## src/hw/rtl/mcg_pkg.sv

```systemverilog
// ----------------------------------------------------------------------------
// mcg_pkg
// Shared constants for the midpoint circle generator: default coordinate
// width, action codes, queue depth and the per-step pixel count.
// ----------------------------------------------------------------------------
package mcg_pkg;

    localparam int COORD_BITS_DEFAULT = 15;
    localparam int QUEUE_DEPTH        = 2;
    localparam int PIXELS_PER_STEP    = 8;
    localparam int PIX_IDX_BITS       = $clog2(PIXELS_PER_STEP);

    localparam logic ACT_START = 1'b0;
    localparam logic ACT_STEP  = 1'b1;

    localparam logic [PIX_IDX_BITS-1:0] LAST_PIXEL = PIX_IDX_BITS'(PIXELS_PER_STEP - 1);

endpackage

```

## src/hw/rtl/mcg_front.sv

```systemverilog
// ----------------------------------------------------------------------------
// mcg_front
// Accepts start and step transactions, holds the circle state and the
// midpoint decision variable, and pushes one octet job per active step.
// ----------------------------------------------------------------------------
module mcg_front #(
    parameter int COORD_BITS = mcg_pkg::COORD_BITS_DEFAULT
) (
    input  logic                      aclk,
    input  logic                      aresetn,
    input  logic                      in_accept,
    input  logic                      in_action,
    input  logic [COORD_BITS-1:0]     in_center_x,
    input  logic [COORD_BITS-1:0]     in_center_y,
    input  logic [COORD_BITS-2:0]     in_radius,
    output logic                      job_push,
    output logic [4*COORD_BITS:0]     job_data
);

    localparam int DEC_BITS = COORD_BITS + 3;

    logic [COORD_BITS-1:0] center_x_reg, center_x_next;
    logic [COORD_BITS-1:0] center_y_reg, center_y_next;
    logic [COORD_BITS-1:0] offset_x_reg, offset_x_next;
    logic [COORD_BITS-1:0] offset_y_reg, offset_y_next;
    logic [DEC_BITS-1:0]   decision_reg, decision_next;
    logic                  active_reg, active_next;

    logic                  done;
    logic [DEC_BITS-1:0]   dx, dy;

    assign done = !(offset_y_reg > offset_x_reg);
    assign dx   = DEC_BITS'(offset_x_reg);
    assign dy   = DEC_BITS'(offset_y_reg);

    assign job_push = in_accept && (in_action == mcg_pkg::ACT_STEP) && active_reg;
    assign job_data = {done, offset_y_reg, offset_x_reg, center_y_reg, center_x_reg};

    always_comb begin
        center_x_next = center_x_reg;
        center_y_next = center_y_reg;
        offset_x_next = offset_x_reg;
        offset_y_next = offset_y_reg;
        decision_next = decision_reg;
        active_next   = active_reg;
        if (in_accept && (in_action == mcg_pkg::ACT_START)) begin
            center_x_next = in_center_x;
            center_y_next = in_center_y;
            offset_x_next = '0;
            offset_y_next = COORD_BITS'(in_radius);
            decision_next = DEC_BITS'(1) - DEC_BITS'(in_radius);
            active_next   = 1'b1;
        end else if (job_push) begin
            if (done) begin
                active_next = 1'b0;
            end else begin
                // negative decision: step east, else step south-east
                if (decision_reg[DEC_BITS-1]) begin
                    decision_next = decision_reg + (dx << 1) + DEC_BITS'(3);
                end else begin
                    decision_next = decision_reg + ((dx - dy) << 1) + DEC_BITS'(5);
                    offset_y_next = offset_y_reg - COORD_BITS'(1);
                end
                offset_x_next = offset_x_reg + COORD_BITS'(1);
            end
        end
    end

    always_ff @(posedge aclk) begin
        if (!aresetn) begin
            center_x_reg <= '0;
            center_y_reg <= '0;
            offset_x_reg <= '0;
            offset_y_reg <= '0;
            decision_reg <= '0;
            active_reg   <= 1'b0;
        end else begin
            center_x_reg <= center_x_next;
            center_y_reg <= center_y_next;
            offset_x_reg <= offset_x_next;
            offset_y_reg <= offset_y_next;
            decision_reg <= decision_next;
            active_reg   <= active_next;
        end
    end

endmodule

```

## src/hw/rtl/mcg_queue.sv

```systemverilog
// ----------------------------------------------------------------------------
// mcg_queue
// Small register queue carrying octet jobs from the front to the back.
// ----------------------------------------------------------------------------
module mcg_queue #(
    parameter int WIDTH = 61,
    parameter int DEPTH = mcg_pkg::QUEUE_DEPTH
) (
    input  logic             aclk,
    input  logic             aresetn,
    input  logic             push,
    input  logic [WIDTH-1:0] push_data,
    output logic             push_ready,
    input  logic             pop,
    output logic             head_valid,
    output logic [WIDTH-1:0] head_data
);

    localparam int PTR_BITS = (DEPTH > 1) ? $clog2(DEPTH) : 1;
    localparam int CNT_BITS = $clog2(DEPTH + 1);

    logic [WIDTH-1:0]    mem [DEPTH];
    logic [PTR_BITS-1:0] wr_ptr_reg, wr_ptr_next;
    logic [PTR_BITS-1:0] rd_ptr_reg, rd_ptr_next;
    logic [CNT_BITS-1:0] count_reg, count_next;
    logic                do_push, do_pop;

    assign push_ready = (count_reg != CNT_BITS'(DEPTH));
    assign head_valid = (count_reg != '0);
    assign head_data  = mem[rd_ptr_reg];
    assign do_push    = push && push_ready;
    assign do_pop     = pop && head_valid;

    always_comb begin
        wr_ptr_next = wr_ptr_reg;
        rd_ptr_next = rd_ptr_reg;
        count_next  = count_reg;
        if (do_push) begin
            wr_ptr_next = (wr_ptr_reg == PTR_BITS'(DEPTH - 1)) ? '0 : wr_ptr_reg + PTR_BITS'(1);
        end
        if (do_pop) begin
            rd_ptr_next = (rd_ptr_reg == PTR_BITS'(DEPTH - 1)) ? '0 : rd_ptr_reg + PTR_BITS'(1);
        end
        if (do_push && !do_pop) begin
            count_next = count_reg + CNT_BITS'(1);
        end else if (do_pop && !do_push) begin
            count_next = count_reg - CNT_BITS'(1);
        end
    end

    always_ff @(posedge aclk) begin
        if (do_push) begin
            mem[wr_ptr_reg] <= push_data;
        end
    end

    always_ff @(posedge aclk) begin
        if (!aresetn) begin
            wr_ptr_reg <= '0;
            rd_ptr_reg <= '0;
            count_reg  <= '0;
        end else begin
            wr_ptr_reg <= wr_ptr_next;
            rd_ptr_reg <= rd_ptr_next;
            count_reg  <= count_next;
        end
    end

endmodule

```

## src/hw/rtl/mcg_back.sv

```systemverilog
// ----------------------------------------------------------------------------
// mcg_back
// Walks one octet job through its eight symmetric pixels, one per cycle
// while out_ready allows, into a registered output stage.
// ----------------------------------------------------------------------------
module mcg_back #(
    parameter int COORD_BITS = mcg_pkg::COORD_BITS_DEFAULT
) (
    input  logic                    aclk,
    input  logic                    aresetn,
    input  logic                    job_valid,
    input  logic [4*COORD_BITS:0]   job_data,
    output logic                    job_pop,
    output logic                    out_valid,
    input  logic                    out_ready,
    output logic [COORD_BITS:0]     out_pixel_x,
    output logic [COORD_BITS:0]     out_pixel_y,
    output logic                    out_last,
    output logic                    out_done
);

    localparam int PIX_BITS = COORD_BITS + 1;

    logic [mcg_pkg::PIX_IDX_BITS-1:0] idx_reg, idx_next;
    logic                  valid_reg, valid_next;
    logic [PIX_BITS-1:0]   pixel_x_reg, pixel_y_reg;
    logic                  last_reg, done_reg;

    logic [COORD_BITS-1:0] h, k, ox, oy, a, b;
    logic                  done;
    logic [PIX_BITS-1:0]   hx, ky, ax, by, px, py;
    logic                  load;

    assign {done, oy, ox, k, h} = job_data;

    // pixels 4..7 swap the offsets; bit 0 negates x, bit 1 negates y
    assign a  = idx_reg[2] ? oy : ox;
    assign b  = idx_reg[2] ? ox : oy;
    assign hx = {h[COORD_BITS-1], h};
    assign ky = {k[COORD_BITS-1], k};
    assign ax = {1'b0, a};
    assign by = {1'b0, b};
    assign px = idx_reg[0] ? (hx - ax) : (hx + ax);
    assign py = idx_reg[1] ? (ky - by) : (ky + by);

    assign load    = job_valid && (!valid_reg || out_ready);
    assign job_pop = load && (idx_reg == mcg_pkg::LAST_PIXEL);

    always_comb begin
        idx_next   = idx_reg;
        valid_next = valid_reg;
        if (load) begin
            idx_next   = idx_reg + mcg_pkg::PIX_IDX_BITS'(1);
            valid_next = 1'b1;
        end else if (out_ready) begin
            valid_next = 1'b0;
        end
    end

    always_ff @(posedge aclk) begin
        if (!aresetn) begin
            idx_reg   <= '0;
            valid_reg <= 1'b0;
        end else begin
            idx_reg   <= idx_next;
            valid_reg <= valid_next;
        end
        if (load) begin
            pixel_x_reg <= px;
            pixel_y_reg <= py;
            last_reg    <= (idx_reg == mcg_pkg::LAST_PIXEL);
            done_reg    <= done;
        end
    end

    assign out_valid   = valid_reg;
    assign out_pixel_x = pixel_x_reg;
    assign out_pixel_y = pixel_y_reg;
    assign out_last    = last_reg;
    assign out_done    = done_reg;

endmodule

```

## src/hw/rtl/midpoint_circle_generator.sv

```systemverilog
// ----------------------------------------------------------------------------
// midpoint_circle_generator
// Integer midpoint circle rasterizer with a streaming input of start/step
// transactions and a streaming output of pixels.
// ----------------------------------------------------------------------------
// usage:
//   s_axis: tuser = action (start or step), tdata = center_x, center_y,
//   radius. a start loads the circle and gives no pixels; each later step
//   gives eight symmetric pixels, then advances the decision variable.
//   steps after the final octet, or before any start, give nothing.
//   m_axis: tdata = pixel_x, pixel_y; tlast marks the eighth pixel of a
//   step; tuser marks every pixel of the final octet.
// path: the first pixel of a step is registered in the job queue, then
//   in the output register, when the back sequencer is free.
// throughput: one pixel per cycle from the back sequencer while m_axis_tready
//   is high; the front takes starts and steps each cycle while the
//   two-entry job queue has room.
// reset: aresetn (synchronous, active low) clears circle state, queue and
//   output stage; the block comes up idle.
// stall: when m_axis_tready is low the output register holds, the queue
//   fills, and s_axis_tready drops once both entries are in use.
// ----------------------------------------------------------------------------
module midpoint_circle_generator #(
    parameter int COORD_BITS = mcg_pkg::COORD_BITS_DEFAULT
) (
    input  logic                          aclk,
    input  logic                          aresetn,
    // input: center_x [C-1:0], center_y [2C-1:C], radius [3C-2:2C], zero pad
    input  logic [((3*COORD_BITS-1+7)/8)*8-1:0] s_axis_tdata,
    // input: action (0 start, 1 step)
    input  logic                          s_axis_tuser,
    input  logic                          s_axis_tvalid,
    output logic                          s_axis_tready,
    // output: pixel_x [C:0], pixel_y [2C+1:C+1], zero pad
    output logic [((2*COORD_BITS+2+7)/8)*8-1:0] m_axis_tdata,
    // output: circle_done
    output logic                          m_axis_tuser,
    output logic                          m_axis_tlast,
    output logic                          m_axis_tvalid,
    input  logic                          m_axis_tready
);

    localparam int PIX_BITS   = COORD_BITS + 1;
    localparam int JOB_BITS   = 4 * COORD_BITS + 1;
    localparam int OUT_W      = ((2*COORD_BITS+2+7)/8)*8;
    localparam int OUT_PAD    = OUT_W - 2*PIX_BITS;

    logic                  in_accept;
    logic                  job_push, job_ready, job_pop, job_valid;
    logic [JOB_BITS-1:0]   push_data, head_data;
    logic [PIX_BITS-1:0]   pixel_x, pixel_y;

    // the front can take any transaction while the job queue has room
    assign s_axis_tready = job_ready;
    assign in_accept     = s_axis_tvalid && s_axis_tready;

    mcg_front #(
        .COORD_BITS (COORD_BITS)
    ) u_front (
        .aclk        (aclk),
        .aresetn     (aresetn),
        .in_accept   (in_accept),
        .in_action   (s_axis_tuser),
        .in_center_x (s_axis_tdata[COORD_BITS-1:0]),
        .in_center_y (s_axis_tdata[2*COORD_BITS-1:COORD_BITS]),
        .in_radius   (s_axis_tdata[3*COORD_BITS-2:2*COORD_BITS]),
        .job_push    (job_push),
        .job_data    (push_data)
    );

    // decouples classification from pixel emission
    mcg_queue #(
        .WIDTH (JOB_BITS),
        .DEPTH (mcg_pkg::QUEUE_DEPTH)
    ) u_queue (
        .aclk       (aclk),
        .aresetn    (aresetn),
        .push       (job_push),
        .push_data  (push_data),
        .push_ready (job_ready),
        .pop        (job_pop),
        .head_valid (job_valid),
        .head_data  (head_data)
    );

    // eight pixels per job, one per cycle while the output is not stalled
    mcg_back #(
        .COORD_BITS (COORD_BITS)
    ) u_back (
        .aclk        (aclk),
        .aresetn     (aresetn),
        .job_valid   (job_valid),
        .job_data    (head_data),
        .job_pop     (job_pop),
        .out_valid   (m_axis_tvalid),
        .out_ready   (m_axis_tready),
        .out_pixel_x (pixel_x),
        .out_pixel_y (pixel_y),
        .out_last    (m_axis_tlast),
        .out_done    (m_axis_tuser)
    );

    generate
        if (OUT_PAD > 0) begin : g_pad
            assign m_axis_tdata = {{OUT_PAD{1'b0}}, pixel_y, pixel_x};
        end else begin : g_nopad
            assign m_axis_tdata = {pixel_y, pixel_x};
        end
    endgenerate

    // a job is only pushed when the queue has room
    assert property (@(posedge aclk) disable iff (!aresetn)
        job_push |-> job_ready)
        else $error("job pushed into a full queue");

    // pixels of one octet all carry the same done flag
    assert property (@(posedge aclk) disable iff (!aresetn)
        (m_axis_tvalid && m_axis_tready && !m_axis_tlast) ##1 m_axis_tvalid
        |-> (m_axis_tuser == $past(m_axis_tuser)))
        else $error("done flag changed inside an octet");

    // output stage comes out of reset empty
    assert property (@(posedge aclk)
        $rose(aresetn) |-> !m_axis_tvalid)
        else $error("output valid right after reset");

endmodule

```

## config.mk

```make
export PLATFORM = sky130hd
export DESIGN_NAME = midpoint_circle_generator
export DESIGN_NICKNAME = d
export VERILOG_FILES = /design/src/hw/rtl/mcg_pkg.sv /design/src/hw/rtl/mcg_front.sv /design/src/hw/rtl/mcg_queue.sv /design/src/hw/rtl/mcg_back.sv /design/src/hw/rtl/midpoint_circle_generator.sv
export SDC_FILE = /design/constraint.sdc
export NUM_CORES = 1
export LEC_CHECK = 0
export ABC_AREA = 1
export BUFFER_PORTS_ARGS = -buffer_cell sky130_fd_sc_hd__buf_4
export CELL_PAD_IN_SITES_DETAIL_PLACEMENT = 0
export CELL_PAD_IN_SITES_GLOBAL_PLACEMENT = 1
export CORE_ASPECT_RATIO = 0.8
export CORE_UTILIZATION = 50
export DETAILED_ROUTE_END_ITERATION = 10
export PLACE_DENSITY_LB_ADDON = 0.08
export SYNTH_ARGS = -nofsm -noshare
export SYNTH_HDL_FRONTEND = slang
export SYNTH_SLANG_ARGS = --single-unit
```

## constraint.sdc

```tcl
create_clock -name aclk -period 11.93 [get_ports aclk]
set_input_delay 0.5965 -clock aclk [delete_from_list [all_inputs] [get_ports aclk]]
set_output_delay 0.5965 -clock aclk [all_outputs]
set_load 0.005 [all_outputs]
```

==> flow_metrics.env <==
export IMPL_gr_total_overflow=0
export IMPL_wl_per_cell_um=16.6
export IMPL_die_area_mm2=0.0308
export IMPL_leakage_nw=7.52
export IMPL_io_buffer_count=84
export IMPL_power_density_mw_per_mm2=140
export IMPL_gp_congestion=0.891
export IMPL_grt_pass1_vias=11160
export IMPL_layout_drive_gt1_share_pct=9.67
export IMPL_cp_max_fo=45
export IMPL_fillCellCount=2771
export IMPL_rsz0062_at_grt="false"
export IMPL_seq_area_mm2=0.00645
export IMPL_multi_input_area_mm2=0.00761
export IMPL_drt_iter0_markers=1147
export IMPL_route_detailed_drc=0
export IMPL_ctsHoldBuffers=0
export IMPL_max_stage_delay_ns=0.63
export IMPL_grt_max_degree=63
export IMPL_pin_count=89
export IMPL_path_buf_inv=3
export IMPL_tns_ns=0
export IMPL_ir_worst_vdd_uv=93.7
export IMPL_syn_inst=1878
export IMPL_ant_nets=0
export IMPL_finalNetCount=2120
export IMPL_cts_buffers=24
export IMPL_slew_headroom_pct=39.2
export IMPL_switching_power_w=0.000749
export IMPL_clock_skew_final_ns=0.0126
export IMPL_cp_slowest_cell="dfxtp_2"
export IMPL_avgSynthCellArea_um2=8.02
export IMPL_p_clk_share_pct=32.1
export IMPL_largest_reg_flops=122
export IMPL_final_min_clock_period_ns=4.28
export IMPL_cts_tree="built"
export IMPL_rows=56
export IMPL_critPathArrivalTime_ns=4.54
export IMPL_synth_cell_area_mm2=0.0151
export IMPL_routed_via_density=5.29
export IMPL_crit_required_ns=12.20
export IMPL_die_y_um=157
export IMPL_p_sw_share_pct=31.8
export IMPL_min_path_type="input port to flop"
export IMPL_start_util_pct=51.1
export IMPL_grt_pass1_wl_um=61200
export IMPL_clk_pin_slew_ns=0.07
export IMPL_htree_levels=1
export IMPL_insertedDiodeCount=0
export IMPL_worstSetupPathType="flop to flop"
export IMPL_synthTopCellsByArea="edfxtp_1 31%, nand2_1 12%, dfxtp_1 12%"
export IMPL_worst_pin_slew_ns=0.911
export IMPL_dr_pass1_iters=6
export IMPL_max_clock_freq_ghz=0.234
export IMPL_coreArea_mm2=0.0295
export IMPL_path_common_cell="nand2_1"
export IMPL_clock_root_buffer="clkbuf_16"
export IMPL_cts_resized=0
export IMPL_ys_warn_count=0
export IMPL_synth_top_area_cell="edfxtp_1"
export IMPL_instances_no_fill=2370
export IMPL_seq_power_share_pct=41.1
export IMPL_min_period_over_period_pct=35.9
export IMPL_ys_ff_latch=244
export IMPL_p_int_w=0.00160
export IMPL_fp_dieW_um=196
export IMPL_seq_area_frac_synth_pct=42.8
export IMPL_maxCapViolCount=0
export IMPL_dp_cells=2326
export IMPL_antenna_found_initial=0
export IMPL_place_area_mm2=0.0161
export IMPL_slew_violations=0
export IMPL_hold_viol_final=0
export IMPL_clkSinkCount=244
export IMPL_setup_violations=0
export IMPL_cts_setup_buffers=0
export IMPL_grt_total_usage_pct=25.6
export IMPL_critPathLaunchType="flop"
export IMPL_synth_nets=2052
export IMPL_areaGrowthSynthToFinish_pct=11.8
export IMPL_final_cell_area_mm2=0.0169
export IMPL_synth_top_area_share_pct=31.1
export IMPL_clock_latency_ns=0.53
export IMPL_p_comb_share_pct=26.8
export IMPL_clockBufferDepth=3
export IMPL_vias=12545
export IMPL_cp_cell_sequence="inv_2, buf_4, nand2_1, nand2_1, o21ai_1, nand3_1, inv_2, nand2_1, nand2_1, xor2_1, ha_1, a21o_1, a21oi_1, o21ai_0, a21boi_0, o21ai_0, xor2_1"
export IMPL_wl_um=39400
export IMPL_status="completed"
export IMPL_ys_types=49
export IMPL_endpoint_kind="flop"
export IMPL_hpwl_um=29100
export IMPL_finish_utilization_pct=57.1
export IMPL_cp_top_family="compound AO/OA/AOI/OAI gates"
==> layout by cell type, fill, tap and decap left out, types with 29 or more instances in the layout <==
cell        n
a21oi_1   120
dfxtp_1    87
ha_1      116
nand3_1   100
inv_1     195
xor2_1     58
buf_4      95
nor2_1    186
edfxtp_1  156
nor3_1     29
o21ai_0   114
nand2_1   476
==> per-layer routing <==
metal	share of wire, %	vias up	track usage [%]
li1	-	6393	-
met3	5.9	31	3.73
met5	0	-	0
met4	1.1	0	3.79
met2	40	297	35.9
met1	53	5824	41.5
==> final cells by class <==
type	count	share of cell area, %
well taps	406	3.01
inverters	207	4.61
repair buffers	95	4.23
clock inverters	10	0.386
clock buffers	34	4.34
flip-flops and latches	244	38.3
multi-input cells	1374	45.2
==> power by group through the flow <==
| stage | clock network (W) | logic (W) | registers [W] |
|---|---|---|---|
| after global routing | 0.000806 | 0.000723 | 0.000970 |
| after detailed placement | 0 | 0.000621 | 0.000985 |
| after floorplan | 0 | 0.000460 | 0.000978 |
| final | 0.000756 | 0.000631 | 0.000967 |
| after global placement | 0 | 0.000616 | 0.000984 |
| after CTS | 0.000771 | 0.000627 | 0.000967 |
==> Yosys cell counts (all sizes together) <==
| cell | count |
|---|---|
| o21a | 1 |
| mux2i | 2 |
| a21oi | 122 |
| nor2 | 191 |
| nor4 | 4 |
| nor3 | 31 |
| o21bai | 5 |
| xnor2 | 24 |
| edfxtp | 156 |
| inv | 205 |
| dfxtp | 88 |
| nand2 | 480 |
| buf | 23 |
| nand3b | 7 |
| clkinv | 2 |
| a211oi | 5 |
| a31oi | 7 |
| o21ai | 163 |
| or2 | 11 |
| clkbuf | 30 |
| o31ai | 4 |
| ha | 116 |
| o22ai | 2 |
| nand3 | 100 |
| xor2 | 58 |
| a21boi | 3 |
| nand2b | 1 |
| and2 | 5 |
| o221ai | 2 |
| and3 | 1 |
| nand4 | 13 |
| a21o | 8 |
| fa | 5 |
| o211ai | 3 |
==> through the flow <==
stage / hold slack, ns / total power (W) / setup slack [ns]
CTS: 0.264 / 0.00237 / 7.70
finish: 0.286 / 0.00235 / 7.65
global placement: 0.427 / 0.00160 / 7.66
floorplan: 0.420 / 0.00144 / 7.96
detailed placement: 0.432 / 0.00161 / 7.73
global route: 0.277 / 0.00250 / 7.30
==> worst min-delay path, delay by kind of cell <==
kind                   cells  cell delay (ns)
and+or+nand+nor            2             0.11
buffers and inverters      1             0.08
==> worst paths after layout <==
| kind | startpoint | cells after the start | slack, ns | to |
|---|---|---|---|---|
| worst min-delay path | s_axis_tdata[24] | 3 | 0.29 | u_front.center_y_reg[9] |
| worst max register to register | flop | 17 | 7.65 | u_back.out_pixel_y[12] |
| worst min register to register | u_front.center_y_reg[6] | 0 | 0.45 | u_queue.mem[1][21] |
| worst max-delay path | flop | 17 | 7.65 | u_back.out_pixel_y[12] |
==> cell families (layout without fill, tap and decap cells) <==
kind of cell / after synthesis / in the layout / share of synthesized area [%]
and+or+nand+nor: 844 / 844 / 23.1
AOI/OAI and AO/OA: 325 / 325 / 12.0
buffers and inverters: 260 / 346 / 6.95
DFF: 244 / 244 / 42.8
adders and majority gates: 121 / 121 / 10.3
xor gates and xnor gates: 82 / 82 / 4.77
muxes: 2 / 2 / 0.133
(Power assumes the default switching activity.)
